==> src/hw/rtl/rgbe_pkg.sv <==
package rgbe_pkg;

  localparam int unsigned MIN_RLE_WIDTH = 8;
  localparam int unsigned MAX_RLE_WIDTH = 32767;

  localparam logic [7:0] PLANAR_MARK = 8'd2;
  localparam logic [7:0] REPEAT_MARK = 8'd1;
  localparam logic [7:0] RUN_FLAG    = 8'd128;

  typedef enum logic [2:0] {
    MODE_DETECT = 3'b001,
    MODE_PLANAR = 3'b010,
    MODE_OLD    = 3'b100
  } mode_e;

  typedef enum logic [2:0] {
    KIND_HEADER  = 3'b001,
    KIND_RUN     = 3'b010,
    KIND_LITERAL = 3'b100
  } kind_e;

  typedef enum logic [2:0] {
    LANE_BLUE  = 3'd0,
    LANE_GREEN = 3'd1,
    LANE_RED   = 3'd2,
    LANE_EXP   = 3'd3,
    LANE_PIXEL = 3'd4
  } lane_e;

  typedef struct packed {
    logic [15:0] run_start;
    logic [15:0] run_length;
    lane_e       lane;
    logic [31:0] run_value;
    logic        line_done;
    logic        overrun;
  } run_t;

  function automatic lane_e lane_of_channel(input logic [1:0] ch);
    lane_e l;
    unique case (ch)
      2'd0:    l = LANE_RED;
      2'd1:    l = LANE_GREEN;
      2'd2:    l = LANE_BLUE;
      default: l = LANE_EXP;
    endcase
    return l;
  endfunction

endpackage

==> src/hw/rtl/rgbe_in_reg.sv <==
module rgbe_in_reg import rgbe_pkg::*; (
  input  logic       clk_i,
  input  logic       rst_ni,
  input  logic       in_valid_i,
  output logic       in_ready_o,
  input  logic [7:0] data_byte_i,
  input  logic       take_i,
  output logic       valid_o,
  output logic [7:0] byte_o
);

  logic       valid_q;
  logic [7:0] byte_q;

  assign in_ready_o = !valid_q || take_i;
  assign valid_o    = valid_q;
  assign byte_o     = byte_q;

  always_ff @(posedge clk_i or negedge rst_ni) begin
    if (!rst_ni) begin
      valid_q <= 1'b0;
    end else if (in_ready_o) begin
      valid_q <= in_valid_i;
    end
  end

  always_ff @(posedge clk_i) begin
    if (in_ready_o) begin
      byte_q <= data_byte_i;
    end
  end

endmodule

==> src/hw/rtl/rgbe_decode.sv <==
module rgbe_decode import rgbe_pkg::*; (
  input  logic        clk_i,
  input  logic        rst_ni,
  input  logic        width_we_i,
  input  logic [15:0] width_i,
  input  logic        fire_i,
  input  logic [7:0]  byte_i,
  output logic        emit_o,
  output run_t        run_o
);

  logic [15:0] width_q, width_d;
  mode_e       mode_q, mode_d;
  logic [1:0]  phase_q, phase_d;
  logic [1:0]  chan_q, chan_d;
  logic [15:0] pos_q, pos_d;
  logic [7:0]  count_q, count_d;
  kind_e       kind_q, kind_d;
  logic [1:0]  shift_q, shift_d;
  logic [23:0] gather_q, gather_d;
  logic [31:0] prev_q, prev_d;
  logic        clamp_q, clamp_d;

  logic [15:0] w;
  logic [15:0] remain;
  logic        width_ok;
  logic [7:0]  r, g, bl;
  logic [31:0] count;
  logic [31:0] value;
  logic [15:0] len;
  logic        over;
  logic [16:0] sum;
  logic [7:0]  cnt_dec;
  logic        restart;
  logic        advance;

  assign w        = (width_q == '0) ? 16'd1 : width_q;
  assign remain   = w - pos_q;
  assign width_ok = (w >= 16'(MIN_RLE_WIDTH)) && (w <= 16'(MAX_RLE_WIDTH));
  assign r        = gather_q[7:0];
  assign g        = gather_q[15:8];
  assign bl       = gather_q[23:16];
  assign count    = {24'b0, byte_i} << {shift_q, 3'b000};
  assign cnt_dec  = count_q - 8'd1;

  always_comb begin
    width_d  = width_q;
    mode_d   = mode_q;
    phase_d  = phase_q;
    chan_d   = chan_q;
    pos_d    = pos_q;
    count_d  = count_q;
    kind_d   = kind_q;
    shift_d  = shift_q;
    gather_d = gather_q;
    prev_d   = prev_q;
    clamp_d  = clamp_q;
    emit_o   = 1'b0;
    run_o    = '0;
    value    = '0;
    len      = 16'd1;
    over     = 1'b0;
    sum      = '0;
    restart  = 1'b0;
    advance  = 1'b0;

    if (fire_i) begin
      unique case (mode_q)
        MODE_DETECT, MODE_OLD: begin
          if (phase_q != 2'd3) begin
            gather_d[{phase_q, 3'b000} +: 8] = byte_i;
            phase_d = phase_q + 2'd1;
          end else begin
            phase_d  = 2'd0;
            gather_d = '0;
            if (mode_q == MODE_DETECT && width_ok && r == PLANAR_MARK &&
                g == PLANAR_MARK && !bl[7]) begin
              mode_d = MODE_PLANAR;
              chan_d = 2'd0;
              kind_d = KIND_HEADER;
            end else begin
              mode_d = MODE_OLD;
              if (r == REPEAT_MARK && g == REPEAT_MARK && bl == REPEAT_MARK) begin
                shift_d = (shift_q == 2'd3) ? 2'd3 : shift_q + 2'd1;
                value   = prev_q;
                if (byte_i != '0) begin
                  emit_o = 1'b1;
                  if (count > {16'b0, remain}) begin
                    len  = remain;
                    over = 1'b1;
                  end else begin
                    len = count[15:0];
                  end
                end
              end else begin
                value   = {byte_i, r, g, bl};
                prev_d  = value;
                shift_d = 2'd0;
                emit_o  = 1'b1;
              end
              if (emit_o) begin
                sum   = {1'b0, pos_q} + {1'b0, len};
                pos_d = sum[15:0];
                run_o.run_start  = pos_q;
                run_o.run_length = len;
                run_o.lane       = LANE_PIXEL;
                run_o.run_value  = value;
                run_o.line_done  = sum >= {1'b0, w};
                run_o.overrun    = over;
                restart          = sum >= {1'b0, w};
              end
            end
          end
        end
        MODE_PLANAR: begin
          unique case (kind_q)
            KIND_HEADER: begin
              if (byte_i > RUN_FLAG) begin
                count_d = {1'b0, byte_i[6:0]};
                kind_d  = KIND_RUN;
              end else if (byte_i != '0) begin
                if ({8'b0, byte_i} > remain) begin
                  count_d = remain[7:0];
                  clamp_d = 1'b1;
                end else begin
                  count_d = byte_i;
                  clamp_d = 1'b0;
                end
                kind_d = KIND_LITERAL;
              end
            end
            KIND_RUN: begin
              if ({8'b0, count_q} > remain) begin
                len  = remain;
                over = 1'b1;
              end else begin
                len = {8'b0, count_q};
              end
              kind_d  = KIND_HEADER;
              count_d = '0;
              advance = 1'b1;
            end
            default: begin
              count_d = cnt_dec;
              over    = clamp_q && cnt_dec == '0;
              if (cnt_dec == '0) begin
                kind_d  = KIND_HEADER;
                clamp_d = 1'b0;
              end
              advance = 1'b1;
            end
          endcase
          if (advance) begin
            emit_o = 1'b1;
            sum    = {1'b0, pos_q} + {1'b0, len};
            run_o.run_start  = pos_q;
            run_o.run_length = len;
            run_o.lane       = lane_of_channel(chan_q);
            run_o.run_value  = {24'b0, byte_i};
            run_o.overrun    = over;
            if (sum >= {1'b0, w}) begin
              pos_d   = '0;
              kind_d  = KIND_HEADER;
              count_d = '0;
              if (chan_q == 2'd3) begin
                run_o.line_done = 1'b1;
                restart         = 1'b1;
              end else begin
                chan_d = chan_q + 2'd1;
              end
            end else begin
              pos_d = sum[15:0];
            end
          end
        end
        default: begin
          mode_d = MODE_DETECT;
        end
      endcase
    end

    if (width_we_i) begin
      width_d = width_i;
      restart = 1'b1;
    end

    if (restart) begin
      mode_d   = MODE_DETECT;
      phase_d  = '0;
      chan_d   = '0;
      pos_d    = '0;
      count_d  = '0;
      kind_d   = KIND_HEADER;
      shift_d  = '0;
      gather_d = '0;
      prev_d   = '0;
      clamp_d  = 1'b0;
    end
  end

  always_ff @(posedge clk_i or negedge rst_ni) begin
    if (!rst_ni) begin
      width_q  <= 16'd1;
      mode_q   <= MODE_DETECT;
      phase_q  <= '0;
      chan_q   <= '0;
      pos_q    <= '0;
      count_q  <= '0;
      kind_q   <= KIND_HEADER;
      shift_q  <= '0;
      gather_q <= '0;
      prev_q   <= '0;
      clamp_q  <= 1'b0;
    end else begin
      width_q  <= width_d;
      mode_q   <= mode_d;
      phase_q  <= phase_d;
      chan_q   <= chan_d;
      pos_q    <= pos_d;
      count_q  <= count_d;
      kind_q   <= kind_d;
      shift_q  <= shift_d;
      gather_q <= gather_d;
      prev_q   <= prev_d;
      clamp_q  <= clamp_d;
    end
  end

endmodule

==> src/hw/rtl/rgbe_out_reg.sv <==
module rgbe_out_reg import rgbe_pkg::*; (
  input  logic clk_i,
  input  logic rst_ni,
  input  logic load_valid_i,
  input  run_t load_run_i,
  output logic open_o,
  output logic out_valid_o,
  input  logic out_ready_i,
  output run_t run_o
);

  logic valid_q;
  run_t run_q;

  assign open_o      = !valid_q || out_ready_i;
  assign out_valid_o = valid_q;
  assign run_o       = run_q;

  always_ff @(posedge clk_i or negedge rst_ni) begin
    if (!rst_ni) begin
      valid_q <= 1'b0;
    end else if (open_o) begin
      valid_q <= load_valid_i;
    end
  end

  always_ff @(posedge clk_i) begin
    if (open_o && load_valid_i) begin
      run_q <= load_run_i;
    end
  end

endmodule

==> src/hw/rtl/rgbe_scanline_rle_decoder.sv <==
// A byte held in the input register is decoded combinationally when it is taken, and any
// run it yields is loaded into the output register and offered on the output from there.
// Throughput: one byte per cycle while the output register is open; the output register
// drains at one per cycle. The input and output registers decouple the two channels;
// in_ready_o is high while the input register is empty or the output register is open.
// Reset: asynchronous, active low; line_width returns to 1, decode restarts at a
// line header, both registers empty.
module rgbe_scanline_rle_decoder import rgbe_pkg::*; (
  input  logic        clk_i,
  input  logic        rst_ni,
  input  logic        line_width_we_i,
  input  logic [15:0] line_width_i,
  input  logic        in_valid_i,
  output logic        in_ready_o,
  input  logic [7:0]  data_byte_i,
  output logic        out_valid_o,
  input  logic        out_ready_i,
  output logic [15:0] run_start_o,
  output logic [15:0] run_length_o,
  output logic [2:0]  lane_o,
  output logic [31:0] run_value_o,
  output logic        line_done_o,
  output logic        overrun_o
);

  logic       stage_valid;
  logic [7:0] stage_byte;
  logic       out_open;
  logic       fire;
  logic       emit;
  run_t       emit_run;
  run_t       out_run;

  assign fire = stage_valid && out_open;

  rgbe_in_reg u_in_reg (
    .clk_i       (clk_i),
    .rst_ni      (rst_ni),
    .in_valid_i  (in_valid_i),
    .in_ready_o  (in_ready_o),
    .data_byte_i (data_byte_i),
    .take_i      (out_open),
    .valid_o     (stage_valid),
    .byte_o      (stage_byte)
  );

  rgbe_decode u_decode (
    .clk_i      (clk_i),
    .rst_ni     (rst_ni),
    .width_we_i (line_width_we_i),
    .width_i    (line_width_i),
    .fire_i     (fire),
    .byte_i     (stage_byte),
    .emit_o     (emit),
    .run_o      (emit_run)
  );

  rgbe_out_reg u_out_reg (
    .clk_i        (clk_i),
    .rst_ni       (rst_ni),
    .load_valid_i (fire && emit),
    .load_run_i   (emit_run),
    .open_o       (out_open),
    .out_valid_o  (out_valid_o),
    .out_ready_i  (out_ready_i),
    .run_o        (out_run)
  );

  assign run_start_o  = out_run.run_start;
  assign run_length_o = out_run.run_length;
  assign lane_o       = out_run.lane;
  assign run_value_o  = out_run.run_value;
  assign line_done_o  = out_run.line_done;
  assign overrun_o    = out_run.overrun;

endmodule
==> config.mk <==
export PLATFORM = sky130hd
export DESIGN_NAME = rgbe_scanline_rle_decoder
export DESIGN_NICKNAME = d
export VERILOG_FILES = /design/src/hw/rtl/rgbe_pkg.sv /design/src/hw/rtl/rgbe_in_reg.sv /design/src/hw/rtl/rgbe_decode.sv /design/src/hw/rtl/rgbe_out_reg.sv /design/src/hw/rtl/rgbe_scanline_rle_decoder.sv
export SDC_FILE = /design/constraint.sdc
export NUM_CORES = 1
export LEC_CHECK = 0
export BUFFER_PORTS_ARGS = -buffer_cell sky130_fd_sc_hd__buf_2
export CAP_MARGIN = 15
export CORE_MARGIN = 2
export CORE_UTILIZATION = 40
export CTS_BUF_LIST = sky130_fd_sc_hd__clkbuf_8
export DETAILED_ROUTE_END_ITERATION = 10
export MAX_ROUTING_LAYER = met4
export PLACE_DENSITY = 0.66
export SYNTH_ARGS = -nofsm -noshare
export SYNTH_HDL_FRONTEND = slang
export SYNTH_SLANG_ARGS = --single-unit
==> constraint.sdc <==
create_clock -name clk_i -period 9.93 [get_ports clk_i]
set_input_delay 1.986 -clock clk_i [delete_from_list [all_inputs] [get_ports clk_i]]
set_output_delay 1.986 -clock clk_i [all_outputs]
set_load 0.02 [all_outputs]
==> flow_metrics.tcl, run 1 <==
set metrics [dict create \
    report.final.slew_viol_count 0 \
    worst_pin_slew_ns 1.18 \
    clock_path_buffers 2 \
    gp_congestion 0.995 \
    clk_pin_slew_ns 0.11 \
    clockRootBuffer "clkbuf_8" \
    drive_gt1_share_pct 14.0 \
    first_iter_violations 1039 \
    fin_setup_tns_ns 0 \
    yosysMostFrequentCell "nand2_1" \
    final_cells 1856 \
    cpPeakStageDelay_ns 0.65 \
    maxCapViolations 0 \
    drc_errors 0 \
    hp-class "flop to flop" \
    n_antenna_cell 0 \
    vias 10900 \
    crit_required_ns 10.32 \
    powerDensity_mw_per_mm2 160 \
    hold_viol 0 \
    yosys.area.top_type "dfrtp_1" \
    max-vdd-ir-drop_mv 0.0916 \
    hpwl_um 29500 \
    critPathArrivalTime_ns 9.72 \
    ys_seq_area_share_pct 40.3 \
    die_w_um 182 \
    wl_um 38500 \
    cp_top_family "simple AND/OR/NAND/NOR gates" \
    htreeDepth 4 \
    synth_area_mm2 0.0126 \
    grt_pass1_vias 10600 \
    syn_area_per_cell_um2 9.31 \
    dp.cells 1823 \
    ant_nets 0 \
    dr.pass1.iters 5 \
    outcome "finished clean" \
    worstSetupStartpointType "flop" \
    ys_warn_count 0 \
    period_share_pct 94.0 \
    overflow 0 \
    leakagePower_nw 6.32 \
    rsz0062_at_grt "false" \
    fin_util_pct 45.1 \
    numClockSinks 188 \
    cp_max_fo 16 \
    grtUsageTotal_pct 24.2 \
    cts_buffers 17 \
    core_mm2 0.0313 \
    fin_hold_ws_ns 0.511 \
    die_h_um 182 \
    power_mw 2.26 \
    synth-main-ff-cell "dfrtp_1" \
    worstSetupPathType "flop to flop" \
    dieArea_mm2 0.0330 \
    final_nets 1594 \
    worst_setup_path_end_kind "flop" \
    drt-wirelength-per-cell_um 20.7 \
    clk_latency_ns 0.52 \
    finalSetupViolations 0 \
    timing.final.crit_period_ns 9.33 \
    netlist_instances 1358 \
    synthTopCellsByCount "135 x nand2_1, 121 x ha_1, 116 x nor2_1" \
    worst_clock_skew_ns 0.0220 \
    ys_types 82 \
    synthDominantCellAreaShare_pct 21.4 \
    grt_max_degree 71 \
    synth_edf_count 77 \
    async_reset_ff_share_pct 59.0 \
    cts_tree "built" \
    fmax_ghz 0.107 \
    grt_first_pass_wirelength_um 60000 \
    critPathBufInv 4 \
    slew_headroom_pct 19.9 \
    fp-row-count 65 \
    syn2layout_area_growth_pct 11.7 \
    viasPerCell 5.87 \
    synthTopCellsByArea "dfrtp_1 21%, edfxtp_1 18%, ha_1 12%, nand2_1 4.0%, a21oi_1 3.6%" \
    ys_ff_latch 188 \
    port-buffer-count 99 \
    boundaryPins 100 \
    antenna_found_initial 0 \
    crit_slowest_cell "or4b_2" \
    initial_core_util_pct 40.4 \
]
[kinds of logic after synthesis]
kind of cell,synth area share [%]
simple gates,15.6
mux,1.92
compound gates,22.1
flops,40.3
xor+xnor,2.83
buf+inv,4.76
other cells,0.0297
fa+ha+maj,12.5
[layer usage]
| metal | global-route usage, % | vias up | share of wire [%] | routed length [um] |
|---|---|---|---|---|
| met5 | - | - | 0 | 0 |
| met4 | 8.16 | 0 | 2.6 | 1010 |
| met3 | 4.29 | 56 | 5.6 | 2160 |
| met2 | 39.0 | 392 | 48 | 18600 |
| met1 | 30.9 | 5285 | 43 | 16700 |
| li1 | - | 5160 | - | - |
[metrics by stage]
stage	cell area, um^2	setup WS (ns)
floorplan	12700	1.18
global placement	13700	0.562
detailed placement	13700	0.274
CTS	14100	0.251
global route	14100	0.0193
finish	14100	0.601
[registers in the layout, indices dropped and copies added, names as in the netlist]
signal,cells
u_out_reg.out_valid_o,1
u_decode.width_q,16
u_decode.pos_q,16
u_decode.kind_q,3
u_decode.shift_q,2
u_decode.clamp_q,1
u_out_reg.run_o,69
u_decode.mode_q,3
u_decode.prev_q,32
u_decode.count_q,8
u_decode.phase_q,2
u_decode.gather_q,24
u_in_reg.byte_o,8
u_in_reg.valid_o,1
u_decode.chan_q,2
[worst paths after layout]
kind                                      start                   end  slack, ns  depth (start not counted)
max                        u_decode.width_q[14]  u_decode.gather_q[3]       0.60                         37
min                         u_decode.prev_q[22]   u_decode.prev_q[22]       0.51                          1
max reg2reg                u_decode.width_q[14]  u_decode.gather_q[3]       0.60                         37
min reg2reg                 u_decode.prev_q[22]   u_decode.prev_q[22]       0.51                          1
max in group asynchronous                rst_ni    u_decode.chan_q[0]       7.10                          2
min in group asynchronous                rst_ni   u_decode.count_q[6]       1.48                          1
[timing repair]
action	in CTS	in global routing
setup buffers	0	1
resized for setup	0	7
endpoints found under the setup margin	0	86
hold buffers	0	0
[area by class of cell]
class | instances | area [um^2]
Fill cell | 2995 | 17200
Timing Repair Buffer | 132 | 783
Inverter | 80 | 300
Sequential cell | 188 | 5090
Multi-Input combinational cell | 1022 | 7020
Tap cell | 402 | 503
Clock inverter | 14 | 178
Clock buffer | 18 | 248
[power breakdown]
part           internal [mW]  total (mW)  switching (mW)
logic                  0.291       0.781           0.490
registers              0.855       0.915          0.0598
clock network          0.241       0.566           0.325
total                   1.39        2.26           0.875
[placed cells by master (no fill, tap or decap), drive strengths merged, types with 28 or more instances in the layout]
cell type and instances:
a21oi 92, a22o 36, buf 132, dfrtp 108, edfxtp 77, ha 121
inv 86, nand2 135, nor2 116, nor3 38, o21ai 80, xnor2 28
No activity file was read; power rests on OpenSTA's default activity.
==> inputs of run 2 (changes only) <==
CELL_PAD_IN_SITES_DETAIL_PLACEMENT = 1   (was not set)
CELL_PAD_IN_SITES_GLOBAL_PLACEMENT = 1   (was not set)
PLACE_DENSITY = 0.79   (was 0.66)
==> run 2 against run 1 <==
Compared with the run above: first-iteration DRC count is 13% lower; sequential power barely moved; global-route usage grew 3.1 points; cell area is 0.61% higher; clock power is essentially flat; critical endpoint is now u_decode.gather_q[7].
==> flow_metrics.tcl, run 2 (synthesis results as in run 1) <==
set metrics [dict create \
    hold_viol 0 \
    clk_pin_slew_ns 0.13 \
    worst_clock_skew_ns 0.0319 \
    max-vdd-ir-drop_mv 0.0970 \
    antenna_found_initial 0 \
    r2r-end "u_decode.gather_q[7]" \
    clk_latency_ns 0.53 \
    final_nets 1602 \
    port-buffer-count 99 \
    final_cells 1864 \
    power_mw 2.28 \
    crit_start "u_decode.width_q[13]" \
    grt_first_pass_wirelength_um 67400 \
    hpwl_um 33300 \
    grt_pass1_vias 11700 \
    powerDensity_mw_per_mm2 160 \
    cts_buffers 17 \
    syn2layout_area_growth_pct 12.4 \
    cts_tree "built" \
    htreeDepth 4 \
    largest_register_ffs 69 \
    first_iter_violations 903 \
    drc_errors 0 \
    setup_slack_ns 0.509 \
    layout_common_cells "135 x nand2_1, 121 x ha_1, 114 x nor2_1" \
    ant_nets 0 \
    fillers 3590 \
    r2r_start "u_decode.width_q[13]" \
    vias 11200 \
    final_common_cell "nand2_1" \
    n_antenna_cell 0 \
    fin_setup_tns_ns 0 \
    worstSetupPathType "flop to flop" \
    crit_end "u_decode.gather_q[7]" \
    period_share_pct 94.9 \
    grt_max_degree 70 \
    rrSetupSlack_ns 0.51 \
    multiInputGateArea_mm2 0.00704 \
    crit_required_ns 10.34 \
    cpPeakStageDelay_ns 0.62 \
    rsz0062_at_grt "false" \
    boundaryPins 100 \
    gp_congestion 0.946 \
    wl_um 42800 \
    critPathArrivalTime_ns 9.83 \
    hp-class "flop to flop" \
    die_h_um 182 \
    rr_worst_depth 35 \
    grtUsageTotal_pct 27.3 \
    leakagePower_nw 6.35 \
    report.final.slew_viol_count 0 \
    clockRootBuffer "clkbuf_8" \
    worstSetupStartpointType "flop" \
    dp.cells 1830 \
    cp_max_fo 11 \
    seq_area_mm2 0.00509 \
    worst_pin_slew_ns 1.06 \
    outcome "finished clean" \
    dr.pass1.iters 5 \
    core_mm2 0.0313 \
    maxCapViolations 0 \
    dieArea_mm2 0.0330 \
    fp-row-count 65 \
    initial_core_util_pct 40.4 \
    fmax_ghz 0.106 \
    slew_headroom_pct 28.0 \
    clock_path_buffers 2 \
    viasPerCell 6.01 \
    drt-wirelength-per-cell_um 23.0 \
    overflow 0 \
    timing.final.crit_period_ns 9.42 \
    crit_slowest_cell "or4b_4" \
    worst_setup_path_end_kind "flop" \
    numClockSinks 188 \
    die_w_um 182 \
    finalSetupViolations 0 \
    drive_gt1_share_pct 14.8 \
    hold_buffers 0 \
    dpl_worst_slack_ns -0.340 \
]
-- run 2: cell types whose count changed in the layout (fill, tap and decap cells not counted), moves of 2 or more --
cell | before | now
buf_4 | 31 | 39
bufinv_16 | 2 | 0
clkinv_4 | 3 | 0
clkinv_8 | 1 | 5
inv_12 | 0 | 2
nor2_1 | 116 | 114
nor2_2 | 0 | 2
nor3_4 | 0 | 2
-- run 2: final cells by class --
| cell class | count | area share [%] |
|---|---|---|
| multi-input cells | 1022 | 49.5 |
| flip-flops and latches | 188 | 35.8 |
| repair buffers | 140 | 5.93 |
| well taps | 402 | 3.54 |
| inverters | 80 | 2.11 |
| clock buffers | 18 | 1.74 |
| clock inverters | 14 | 1.29 |
-- run 2: worst min path at each step --
stage / from / end / slack, ns / depth (start not counted)
after floorplan: u_decode.prev_q[1] / u_decode.prev_q[1] / 0.47 / 1
after global routing: u_decode.prev_q[22] / u_decode.prev_q[22] / 0.54 / 1
after detailed placement: u_decode.prev_q[3] / u_decode.prev_q[3] / 0.49 / 1
final: u_decode.prev_q[3] / u_decode.prev_q[3] / 0.52 / 1
after CTS: u_decode.prev_q[3] / u_decode.prev_q[3] / 0.52 / 1
after global placement: u_decode.prev_q[2] / u_decode.prev_q[2] / 0.48 / 1
-- run 2: critical path, delay by kind of cell, from the launching register on --
| kind | cells | cell delay [ns] |
|---|---|---|
| xor+xnor | 1 | 0.17 |
| flops | 1 | 0.41 |
| simple gates | 10 | 2.30 |
| buf+inv | 4 | 0.57 |
| mux | 1 | 0.43 |
| fa+ha+maj | 4 | 1.11 |
| compound gates | 15 | 4.28 |
-- run 2: report_power, final --
group,switching (mW),internal (mW)
combinational,0.505,0.294
sequential,0.0627,0.855
clock,0.359,0.204
-- run 2: routing by layer --
| layer | part of all wire, % | track usage [%] | vias to the layer above |
|---|---|---|---|
| met5 | 0 | - | - |
| met4 | 2.9 | 8.72 | 0 |
| met3 | 3.9 | 4.07 | 73 |
| met2 | 48 | 44.8 | 280 |
| met1 | 45 | 34.8 | 5679 |
| li1 | - | - | 5176 |
-- run 2: what timing repair did --
item | 4_1_cts | 5_1_grt
setup endpoints to repair | 87 | 93
buffers inserted | 0 | 2
pin swaps | 0 | 2
resized for setup | 2 | 10
-- run 2: stage by stage --
step | cell area (um^2) | hold WS, ns | util (%)
2_1_floorplan | 12700 | 0.466 | -
3_3_place_gp | 13700 | 0.475 | 43.8
3_5_place_dp | 13700 | 0.493 | 43.8
4_1_cts | 14200 | 0.516 | 45.2
5_1_grt | 14200 | 0.535 | 45.4
6_report | 14200 | 0.519 | 45.4
